==> config.mk <==
export PLATFORM = sky130hd
export DESIGN_NAME = string_hash_to_bucket_flat
export DESIGN_NICKNAME = d
export VERILOG_FILES = /design/src/rtl/core/shb_pkg.sv /design/src/rtl/core/shb_in_if.sv /design/src/rtl/core/shb_out_if.sv /design/src/rtl/core/shb_cfg_if.sv /design/src/rtl/core/string_hash_to_bucket.sv /design/src/rtl/core/shb_front.sv /design/src/rtl/core/shb_fifo.sv /design/src/rtl/core/shb_back.sv /design/src/flat_wrapper.sv
export VERILOG_INCLUDE_DIRS = /design/src /design/src/rtl/core
export SDC_FILE = /design/constraint.sdc
export NUM_CORES = 2
export LEC_CHECK = 0
export BUFFER_PORTS_ARGS = -buffer_cell sky130_fd_sc_hd__buf_2
export CORE_ASPECT_RATIO = 2
export CORE_MARGIN = 2
export CORE_UTILIZATION = 48
export DETAILED_ROUTE_END_ITERATION = 16
export GPL_TIMING_DRIVEN = 0
export PLACE_DENSITY_LB_ADDON = 0.15
export SETUP_SLACK_MARGIN = 0.05
export SLEW_MARGIN = 20
export SYNTH_ARGS = -nofsm -noshare
export SYNTH_HDL_FRONTEND = slang
export SYNTH_SLANG_ARGS = --single-unit
==> constraint.sdc <==
create_clock -name clk -period 10.4 [get_ports clk]
set_input_delay 2.08 -clock clk [delete_from_list [all_inputs] [get_ports clk]]
set_output_delay 2.08 -clock clk [all_outputs]
set_load 0.02 [all_outputs]
==> src/rtl/core/assert_macros.svh <==
// assertion helpers, sampled on clk and disabled while rst is high
`ifndef ASSERT_MACROS_SVH
`define ASSERT_MACROS_SVH

// same-cycle implication
`define SHB_ASSERT_IMPL(lbl, ante, cons) \
  lbl: assert property (@(posedge clk) disable iff (rst) (ante) |-> (cons)) \
    else $error("assertion failed");

// next-cycle implication
`define SHB_ASSERT_NEXT(lbl, ante, cons) \
  lbl: assert property (@(posedge clk) disable iff (rst) (ante) |=> (cons)) \
    else $error("assertion failed");

`endif

==> src/rtl/core/shb_pkg.sv <==
`default_nettype none

package shb_pkg;

  localparam int HASH_BITS   = 32;
  localparam int INDEX_BITS  = 16;
  localparam int COUNT_BITS  = 17;
  localparam int GROUP_BYTES = 12;
  localparam int TAIL_BYTES  = GROUP_BYTES - 1;
  localparam int GROUP_BITS  = 8 * TAIL_BYTES;

  localparam logic [HASH_BITS-1:0]  GOLDEN_WORD = 32'h9e3779b9;
  localparam logic [COUNT_BITS-1:0] MAX_BUCKETS = 17'h10000;

  localparam int QUEUE_DEPTH_DEFAULT = 2;

  // one unit of work for the mixer: words to add, then a full mix
  typedef struct packed {
    logic                 is_final;
    logic [HASH_BITS-1:0] a_add;
    logic [HASH_BITS-1:0] b_add;
    logic [HASH_BITS-1:0] c_add;
  } job_t;

endpackage

`default_nettype wire

==> src/rtl/core/shb_in_if.sv <==
`default_nettype none

interface shb_in_if;
  import shb_pkg::*;

  logic       valid;
  logic       ready;
  logic [7:0] data_byte;
  logic       byte_valid;
  logic       last;

  modport source (output valid, output data_byte, output byte_valid, output last,
                  input ready);
  modport sink   (input valid, input data_byte, input byte_valid, input last,
                  output ready);
endinterface

`default_nettype wire

==> src/rtl/core/shb_out_if.sv <==
`default_nettype none

interface shb_out_if;
  import shb_pkg::*;

  logic                  valid;
  logic                  ready;
  logic [HASH_BITS-1:0]  hash_value;
  logic [INDEX_BITS-1:0] bucket_index;

  modport source (output valid, output hash_value, output bucket_index, input ready);
  modport sink   (input valid, input hash_value, input bucket_index, output ready);
endinterface

`default_nettype wire

==> src/rtl/core/shb_cfg_if.sv <==
`default_nettype none

interface shb_cfg_if;
  import shb_pkg::*;

  logic                  valid;
  logic                  ready;
  logic [COUNT_BITS-1:0] bucket_count;

  modport source (output valid, output bucket_count, input ready);
  modport sink   (input valid, input bucket_count, output ready);
endinterface

`default_nettype wire

==> src/rtl/core/string_hash_to_bucket.sv <==
// string_hash_to_bucket: lookup2 hash (initial value 0) of a name streamed one
// beat per byte, reduced to a bucket index. the front stage takes one beat per
// cycle while it is ready, packs bytes into 12-byte groups and posts a mix job
// per full group and one final job per name into a short job queue; the back
// stage adds the group words of each job and then runs the mix as nine steps.
// the front stalls when the queue is full and while it posts the final job of
// a name that ends exactly on a group boundary. at the end of a name the back
// stage also runs a restoring divider for the modulo. results wait in an
// output register, so the front keeps taking beats while a result is not yet
// taken, until the job queue fills. the user must write bucket_count through
// cfg only while the block is idle; the block itself does not enforce this.
// values above 65536 act as 65536 and a count of 0 gives index 0.
`default_nettype none

module string_hash_to_bucket #(
  parameter int QUEUE_DEPTH = shb_pkg::QUEUE_DEPTH_DEFAULT
) (
  input  logic      clk,
  input  logic      rst,
  shb_in_if.sink    name_bytes,
  shb_out_if.source result,
  shb_cfg_if.sink   cfg
);
  import shb_pkg::*;

  // configuration register, always ready
  logic [COUNT_BITS-1:0] bucket_count;
  // clamped count seen by the divider
  logic [COUNT_BITS-1:0] count_eff;

  // job queue between front and back
  logic q_push;
  logic q_full;
  logic q_pop;
  logic q_empty;
  job_t q_job;
  job_t q_head;

  assign cfg.ready = 1'b1;
  assign count_eff = (bucket_count > MAX_BUCKETS) ? MAX_BUCKETS : bucket_count;

  always_ff @(posedge clk) begin
    if (rst) begin
      bucket_count <= '0;
    end else if (cfg.valid) begin
      bucket_count <= cfg.bucket_count;
    end
  end

  // byte packing and job issue
  shb_front u_front (
    .clk        (clk),
    .rst        (rst),
    .name_bytes (name_bytes),
    .q_full     (q_full),
    .q_push     (q_push),
    .q_job      (q_job)
  );

  // decouples the byte side from the mixer
  shb_fifo #(
    .DEPTH (QUEUE_DEPTH)
  ) u_queue (
    .clk      (clk),
    .rst      (rst),
    .push     (q_push),
    .push_job (q_job),
    .full     (q_full),
    .pop      (q_pop),
    .empty    (q_empty),
    .head     (q_head)
  );

  // mixer, divider and output register
  shb_back u_back (
    .clk          (clk),
    .rst          (rst),
    .q_empty      (q_empty),
    .q_pop        (q_pop),
    .q_head       (q_head),
    .bucket_count (count_eff),
    .result       (result)
  );

endmodule

`default_nettype wire

==> src/rtl/core/shb_front.sv <==
`default_nettype none
`include "assert_macros.svh"

module shb_front (
  input  logic         clk,
  input  logic         rst,
  shb_in_if.sink       name_bytes,
  input  logic         q_full,
  output logic         q_push,
  output shb_pkg::job_t q_job
);
  import shb_pkg::*;

  logic [GROUP_BITS-1:0] group_bytes;
  logic [3:0]            group_fill;
  logic [HASH_BITS-1:0]  total_length;
  logic                  pending_final;

  logic [GROUP_BITS-1:0] group_ins;
  logic [HASH_BITS-1:0]  len_next;
  logic                  accept;
  logic                  group_done;

  assign name_bytes.ready = !pending_final && !q_full;
  assign accept           = name_bytes.valid && name_bytes.ready;
  assign len_next         = total_length + HASH_BITS'(name_bytes.byte_valid);
  assign group_done       = name_bytes.byte_valid && (group_fill == 4'(TAIL_BYTES));

  // pending bytes with the current byte dropped in at the fill position
  always_comb begin
    group_ins = group_bytes;
    for (int i = 0; i < TAIL_BYTES; i++) begin
      if (name_bytes.byte_valid && (group_fill == 4'(i))) begin
        group_ins[8*i +: 8] = name_bytes.data_byte;
      end
    end
  end

  always_comb begin
    q_push = 1'b0;
    q_job  = '0;
    if (pending_final) begin
      // name ended on a group boundary: empty tail, length only
      q_push         = !q_full;
      q_job.is_final = 1'b1;
      q_job.c_add    = total_length;
    end else if (accept && group_done) begin
      q_push      = 1'b1;
      q_job.a_add = group_bytes[31:0];
      q_job.b_add = group_bytes[63:32];
      q_job.c_add = {name_bytes.data_byte, group_bytes[87:64]};
    end else if (accept && name_bytes.last) begin
      q_push         = 1'b1;
      q_job.is_final = 1'b1;
      q_job.a_add    = group_ins[31:0];
      q_job.b_add    = group_ins[63:32];
      q_job.c_add    = len_next + {group_ins[87:64], 8'h00};
    end
  end

  always_ff @(posedge clk) begin
    if (rst) begin
      group_bytes   <= '0;
      group_fill    <= '0;
      total_length  <= '0;
      pending_final <= 1'b0;
    end else if (pending_final) begin
      if (!q_full) begin
        pending_final <= 1'b0;
        group_bytes   <= '0;
        group_fill    <= '0;
        total_length  <= '0;
      end
    end else if (accept) begin
      if (group_done) begin
        group_bytes   <= '0;
        group_fill    <= '0;
        total_length  <= len_next;
        pending_final <= name_bytes.last;
      end else if (name_bytes.last) begin
        group_bytes  <= '0;
        group_fill   <= '0;
        total_length <= '0;
      end else begin
        group_bytes  <= group_ins;
        group_fill   <= group_fill + 4'(name_bytes.byte_valid);
        total_length <= len_next;
      end
    end
  end

  `SHB_ASSERT_IMPL(a_fill_range, 1'b1, group_fill <= 4'(TAIL_BYTES))
  `SHB_ASSERT_NEXT(a_pend_clears, pending_final && !q_full,
                   !pending_final && group_fill == '0 && total_length == '0)

endmodule

`default_nettype wire

==> src/rtl/core/shb_fifo.sv <==
`default_nettype none
`include "assert_macros.svh"

module shb_fifo #(
  parameter int DEPTH = shb_pkg::QUEUE_DEPTH_DEFAULT
) (
  input  logic          clk,
  input  logic          rst,
  input  logic          push,
  input  shb_pkg::job_t push_job,
  output logic          full,
  input  logic          pop,
  output logic          empty,
  output shb_pkg::job_t head
);
  import shb_pkg::*;

  localparam int PW = (DEPTH > 1) ? $clog2(DEPTH) : 1;
  localparam int CW = $clog2(DEPTH + 1);

  job_t          slots [DEPTH];
  logic [PW-1:0] wr_ptr;
  logic [PW-1:0] rd_ptr;
  logic [CW-1:0] count;

  assign full  = (count == CW'(DEPTH));
  assign empty = (count == '0);
  assign head  = slots[rd_ptr];

  always_ff @(posedge clk) begin
    if (push) begin
      slots[wr_ptr] <= push_job;
    end
  end

  always_ff @(posedge clk) begin
    if (rst) begin
      wr_ptr <= '0;
      rd_ptr <= '0;
      count  <= '0;
    end else begin
      if (push) begin
        wr_ptr <= (wr_ptr == PW'(DEPTH - 1)) ? '0 : wr_ptr + 1'b1;
      end
      if (pop) begin
        rd_ptr <= (rd_ptr == PW'(DEPTH - 1)) ? '0 : rd_ptr + 1'b1;
      end
      if (push && !pop) begin
        count <= count + 1'b1;
      end else if (pop && !push) begin
        count <= count - 1'b1;
      end
    end
  end

  `SHB_ASSERT_IMPL(a_no_overflow, push && !pop, count < CW'(DEPTH))
  `SHB_ASSERT_IMPL(a_no_underflow, pop, count != '0)

endmodule

`default_nettype wire

==> src/rtl/core/shb_back.sv <==
`default_nettype none
`include "assert_macros.svh"

module shb_back (
  input  logic                           clk,
  input  logic                           rst,
  input  logic                           q_empty,
  output logic                           q_pop,
  input  shb_pkg::job_t                  q_head,
  input  logic [shb_pkg::COUNT_BITS-1:0] bucket_count,
  shb_out_if.source                      result
);
  import shb_pkg::*;

  localparam int MIX_STEPS = 9;
  localparam int DIV_STEPS = HASH_BITS;
  localparam int DIV_CW    = $clog2(DIV_STEPS);

  typedef enum logic [1:0] {S_IDLE, S_MIX, S_DIV, S_DONE} state_t;
  typedef enum logic [1:0] {LANE_A, LANE_B, LANE_C} lane_t;

  state_t                state;
  lane_t                 lane;
  logic [3:0]            step;
  logic                  is_final;
  logic [HASH_BITS-1:0]  mix_a;
  logic [HASH_BITS-1:0]  mix_b;
  logic [HASH_BITS-1:0]  mix_c;
  logic [HASH_BITS-1:0]  div_word;
  logic [DIV_CW-1:0]     div_count;
  logic [INDEX_BITS-1:0] rem;
  logic                  out_valid;
  logic [HASH_BITS-1:0]  out_hash;
  logic [INDEX_BITS-1:0] out_index;

  logic [4:0]            sh;
  logic [HASH_BITS-1:0]  new_a;
  logic [HASH_BITS-1:0]  new_b;
  logic [HASH_BITS-1:0]  new_c;
  logic [COUNT_BITS-1:0] trial;
  logic [INDEX_BITS-1:0] rem_next;
  logic                  out_free;

  // shift amount of each mix step
  function automatic logic [4:0] mix_shift(input logic [3:0] s);
    logic [4:0] r;
    case (s)
      4'd0:    r = 5'd13;
      4'd1:    r = 5'd8;
      4'd2:    r = 5'd13;
      4'd3:    r = 5'd12;
      4'd4:    r = 5'd16;
      4'd5:    r = 5'd5;
      4'd6:    r = 5'd3;
      4'd7:    r = 5'd10;
      default: r = 5'd15;
    endcase
    return r;
  endfunction

  assign sh    = mix_shift(step);
  assign new_a = (mix_a - mix_b - mix_c) ^ (mix_c >> sh);
  assign new_b = (mix_b - mix_c - mix_a) ^ (mix_a << sh);
  assign new_c = (mix_c - mix_a - mix_b) ^ (mix_b >> sh);

  // restoring division, one quotient bit per cycle
  assign trial    = {rem, div_word[HASH_BITS-1]};
  assign rem_next = (trial >= bucket_count) ? INDEX_BITS'(trial - bucket_count)
                                            : trial[INDEX_BITS-1:0];

  assign q_pop    = (state == S_IDLE) && !q_empty;
  assign out_free = !out_valid || result.ready;

  assign result.valid        = out_valid;
  assign result.hash_value   = out_hash;
  assign result.bucket_index = out_index;

  always_ff @(posedge clk) begin
    if (rst) begin
      state     <= S_IDLE;
      lane      <= LANE_A;
      step      <= '0;
      is_final  <= 1'b0;
      mix_a     <= GOLDEN_WORD;
      mix_b     <= GOLDEN_WORD;
      mix_c     <= '0;
      div_count <= '0;
      out_valid <= 1'b0;
    end else begin
      // in S_DONE a taken result is replaced by the next one below
      if (out_valid && result.ready && (state != S_DONE)) begin
        out_valid <= 1'b0;
      end
      unique case (state)
        S_IDLE: begin
          if (!q_empty) begin
            mix_a    <= mix_a + q_head.a_add;
            mix_b    <= mix_b + q_head.b_add;
            mix_c    <= mix_c + q_head.c_add;
            is_final <= q_head.is_final;
            step     <= '0;
            lane     <= LANE_A;
            state    <= S_MIX;
          end
        end
        S_MIX: begin
          unique case (lane)
            LANE_A: begin
              mix_a <= new_a;
              lane  <= LANE_B;
            end
            LANE_B: begin
              mix_b <= new_b;
              lane  <= LANE_C;
            end
            LANE_C: begin
              mix_c <= new_c;
              lane  <= LANE_A;
            end
            default: lane <= LANE_A;
          endcase
          step <= step + 1'b1;
          if (step == 4'(MIX_STEPS - 1)) begin
            if (is_final) begin
              div_word  <= new_c;
              rem       <= '0;
              div_count <= '0;
              state     <= S_DIV;
            end else begin
              state <= S_IDLE;
            end
          end
        end
        S_DIV: begin
          rem       <= rem_next;
          div_word  <= div_word << 1;
          div_count <= div_count + 1'b1;
          if (div_count == DIV_CW'(DIV_STEPS - 1)) begin
            state <= S_DONE;
          end
        end
        S_DONE: begin
          if (out_free) begin
            out_valid <= 1'b1;
            out_hash  <= mix_c;
            out_index <= (bucket_count == '0) ? '0 : rem;
            mix_a     <= GOLDEN_WORD;
            mix_b     <= GOLDEN_WORD;
            mix_c     <= '0;
            state     <= S_IDLE;
          end
        end
        default: state <= S_IDLE;
      endcase
    end
  end

  `SHB_ASSERT_IMPL(a_index_range, result.valid && bucket_count != '0,
                   {1'b0, result.bucket_index} < bucket_count)

endmodule

`default_nettype wire

==> src/flat_wrapper.sv <==
// flat-port wrapper written by rule: the top's interface ports become plain ports
module string_hash_to_bucket_flat import shb_pkg::*;
#(
  parameter int QUEUE_DEPTH = shb_pkg::QUEUE_DEPTH_DEFAULT
)
  (clk, rst, name_bytes_valid, name_bytes_data_byte, name_bytes_byte_valid, name_bytes_last, name_bytes_ready, result_valid, result_hash_value, result_bucket_index, result_ready, cfg_valid, cfg_bucket_count, cfg_ready);
  shb_in_if name_bytes_i ();
  shb_out_if result_i ();
  shb_cfg_if cfg_i ();
  input  logic clk;
  input  logic rst;
  input wire logic [$bits(name_bytes_i.valid)-1:0] name_bytes_valid;
  input wire logic [$bits(name_bytes_i.data_byte)-1:0] name_bytes_data_byte;
  input wire logic [$bits(name_bytes_i.byte_valid)-1:0] name_bytes_byte_valid;
  input wire logic [$bits(name_bytes_i.last)-1:0] name_bytes_last;
  output wire logic [$bits(name_bytes_i.ready)-1:0] name_bytes_ready;
  output wire logic [$bits(result_i.valid)-1:0] result_valid;
  output wire logic [$bits(result_i.hash_value)-1:0] result_hash_value;
  output wire logic [$bits(result_i.bucket_index)-1:0] result_bucket_index;
  input wire logic [$bits(result_i.ready)-1:0] result_ready;
  input wire logic [$bits(cfg_i.valid)-1:0] cfg_valid;
  input wire logic [$bits(cfg_i.bucket_count)-1:0] cfg_bucket_count;
  output wire logic [$bits(cfg_i.ready)-1:0] cfg_ready;
  assign name_bytes_i.valid = name_bytes_valid;
  assign name_bytes_i.data_byte = name_bytes_data_byte;
  assign name_bytes_i.byte_valid = name_bytes_byte_valid;
  assign name_bytes_i.last = name_bytes_last;
  assign name_bytes_ready = name_bytes_i.ready;
  assign result_valid = result_i.valid;
  assign result_hash_value = result_i.hash_value;
  assign result_bucket_index = result_i.bucket_index;
  assign result_i.ready = result_ready;
  assign cfg_i.valid = cfg_valid;
  assign cfg_i.bucket_count = cfg_bucket_count;
  assign cfg_ready = cfg_i.ready;
  string_hash_to_bucket #(.QUEUE_DEPTH(QUEUE_DEPTH)) u_core (.clk(clk), .rst(rst), .name_bytes(name_bytes_i), .result(result_i), .cfg(cfg_i));
endmodule
==> reports/metrics.csv <==
stage;metric;value;unit
run_status;status;finished, final reports clean;
routing;Antenna Nets Post-Route;0;
placement;dpl hpwl;159000;µm
timing;relative max-transition margin;12.1;%
synthesis;synth top area cells;edfxtp_1, dfxtp_1, ha_1, xnor2_1, fa_1;
timing;final worst-path setup slack;3.57;ns
cells_and_area;nets;4915;
timing;fin crit period;6.83;ns
critical_path;Levels on crit path;14;
synthesis;Synth top cells by count;nor2_1, nand2_1, edfxtp_1;
power;PwrDens;372;nW/µm²
synthesis;register area share after synthesis;33.5;%
cts;htree depth;2;
synthesis;Most used DFF post-synth;edfxtp_1;
routing;vias per std cell;6.69;
routing;wire per inst;35.3;µm
routing;DRC;0;
cts;Root Driver;clkbuf_16;
grt;first-pass GRT wire length;281000;µm
routing;drt first-iter violations;4139;
timing;final setup TNS;0;ns
placement;# port buffers;80;
placement;routability congestion estimate;1.15;
routing;via count;38459;
cts;postcts setup bufs;0;
timing;Max Freq;146;MHz
routing;WL final;203000;µm
power;total power;17.0;mW
cells_and_area;Area Overhead vs Synth;9.63;%
worst_hold_path;Hold Path Class;register to register;
die;Initial Util;48.2;%
synthesis;Synth top area share;20.9;%
grt;gr ovfl total;0;
timing;Final Skew;0.0346;ns
synthesis;yosys warns;0;
critical_path;WP buf/inv;3;
routing;DRT Pass-1 Iters;9;
critical_path;slowest CP cell;buf_1;
synthesis;Mapped Cells;4381;
synthesis;Mapped Area;41700;µm²
critical_path;crit-path max FO;10;
cells_and_area;layout cells sized above 1;10.5;%
die;Die W;212;µm
die;row cnt;153;
cells_and_area;fin util;52.9;%
synthesis;FF+latch count, synth;553;
worst_hold_path;Hold Path Stages;2;
critical_path;Cell Chain, Critical Path;clkbuf_1 > buf_1 > buf_1 > mux2i_1 > fa_1 > nand2b_1 > a21oi_1 > o31ai_1 > nor4b_1 > o21ai_0 > o21ai_0 > xor2_1 > a221oi_1 > a211oi_1;
synthesis;FFs w/ async S/R, synth;0;%
grt;maximum number of pins on one net before global-route repair;54;
synthesis;syn_nets;4759;
timing;RSZ-0062 raised after global routing;no;
critical_path;Critical Path Max Stage Delay;0.81;ns
critical_path;Worst Path Arrival;7.31;ns
placement;DP Worst Slack;3.47;ns
critical_path;cell family with most CP delay;buffers and inverters;
grt;antenna violations before repair;3;
cts;Hold-fix buffers, CTS;0;
timing;Final Max Slew Viols;0;
die;core area;86500;µm²
timing;final setup fails;0;
cts;CTS Sinks;553;
timing;Tcrit/Tclk final;65.6;%
synthesis;cell taking the most area after synthesis;edfxtp_1;
cts;CTS Buffer Depth;3;
critical_path;worst r2r path cells;14;
cts;CTS tree;yes;
grt;GRT Util Overall;45.2;%
power;Worst VDD drop;0.389;mV
synthesis;unique cell type count in the Yosys netlist;88;
critical_path;Worst Setup End Kind;register;
run;Max Cap Viol;0;
critical_path;Startpoint Class;register;
timing;Slew @ Worst Pin;1.31;ns
die;num ports;83;
cts;Resized Gates After CTS;0;
synthesis;Post-synth EDFFs;290;
cts;CTS Buf Count;51;
die;DIE AREA;89400;µm²
power;Leak Pwr;17.9;nW
synthesis;Avg Inst Size Synth;9.52;µm²
critical_path;CP required;10.89;ns
critical_path;CP Class;register to register;
die;Die Height;421;µm
grt;vias in the first global route;37051;
synthesis;most frequent cell after synthesis;nor2_1;
cts;Clock transition at path regs;0.07;ns
timing;Final Hold Viols;0;
cts;worst skew pair latency;0.67;ns
cells in the final DEF, fill, tap and decap left out, types with 105 or more instances in the layout:
cell type	n
nand2_1	301
xnor2_1	222
buf_2	105
mux2i_1	165
inv_1	172
mux2_2	151
o21ai_0	198
a22oi_1	143
ha_1	248
a21oi_1	261
edfxtp_1	290
nor2_1	443
clkbuf_1	173
dfxtp_1	263
cells by family after synthesis:
group	synth area share, %
AO/OA/AOI/OAI	19.8
XOR/XNOR	6.76
adder cells (fa/ha/maj)	12.1
buffers and inverters	3.93
flip-flops	33.5
multiplexers	11.3
other	0.00899
AND/OR/NAND/NOR	12.6
layer usage:
| layer | up-vias | wire length, µm | track usage, % |
|---|---|---|---|
| li1 | 16545 | - | - |
| met1 | 18685 | 67000 | 48.0 |
| met2 | 2385 | 90500 | 70.1 |
| met3 | 840 | 19000 | 12.7 |
| met4 | 4 | 26500 | 45.7 |
| met5 | - | 27 | 0 |
path summary, 6_finish.rpt:
path	start	endpoint	slack (ns)
max	register	u_core.u_back.mix_a[24]	3.57
min	u_core.u_back.div_count[4]	u_core.u_back.div_count[4]	0.47
max reg2reg	register	u_core.u_back.mix_a[24]	3.57
min reg2reg	u_core.u_back.div_count[4]	u_core.u_back.div_count[4]	0.47
worst min-delay path, stage by stage, from the launching register on:
cell,delay (ns)
dfxtp_1,0.32
nand2_1,0.06
a21oi_1,0.05
where the power goes:
group          total (mW)  switching (mW)  internal (mW)
combinational        11.7            7.74           3.98
clock                2.06           0.924           1.13
sequential           3.26           0.621           2.64
total                17.0            9.28           7.75
stage by stage:
stage	std cells	hold slack, ns	area (µm²)
2_1_floorplan	4381	0.428	41700
3_3_place_gp	5623	0.444	43600
3_5_place_dp	5645	0.456	43900
4_1_cts	5741	0.477	45700
5_1_grt	5742	0.490	45700
6_report	5745	0.475	45700
area by class of cell:
class	instances	area, µm²
flip-flops and latches	553	14000
repair buffers	103	652
diodes	3	7.51
well taps	1162	1450
fillers	8026	40800
clock inverters	34	449
multi-input cells	3426	26200
plain buffers	230	1000
clock buffers	62	1340
inverters	172	646
registers in the layout, summed over array words and instances, names as in the netlist, 4 cells and up, named ones only:
| name | count |
|---|---|
| u_core.u_front.group_bytes | 88 |
| u_core.u_front.group_fill | 4 |
| u_core.u_back.mix_c | 32 |
| u_core.u_back.result.bucket_index | 16 |
| u_core.u_back.mix_b | 32 |
| u_core.u_back.mix_a | 32 |
| u_core.u_front.total_length | 32 |
| u_core.u_back.result.hash_value | 32 |
| u_core.u_back.div_count | 5 |
| u_core.u_back.rem | 16 |
| u_core.u_queue.slots | 194 |
| u_core.bucket_count | 17 |
| u_core.u_back.div_word | 32 |
| u_core.u_back.step | 4 |
(Power assumes the default switching activity.)
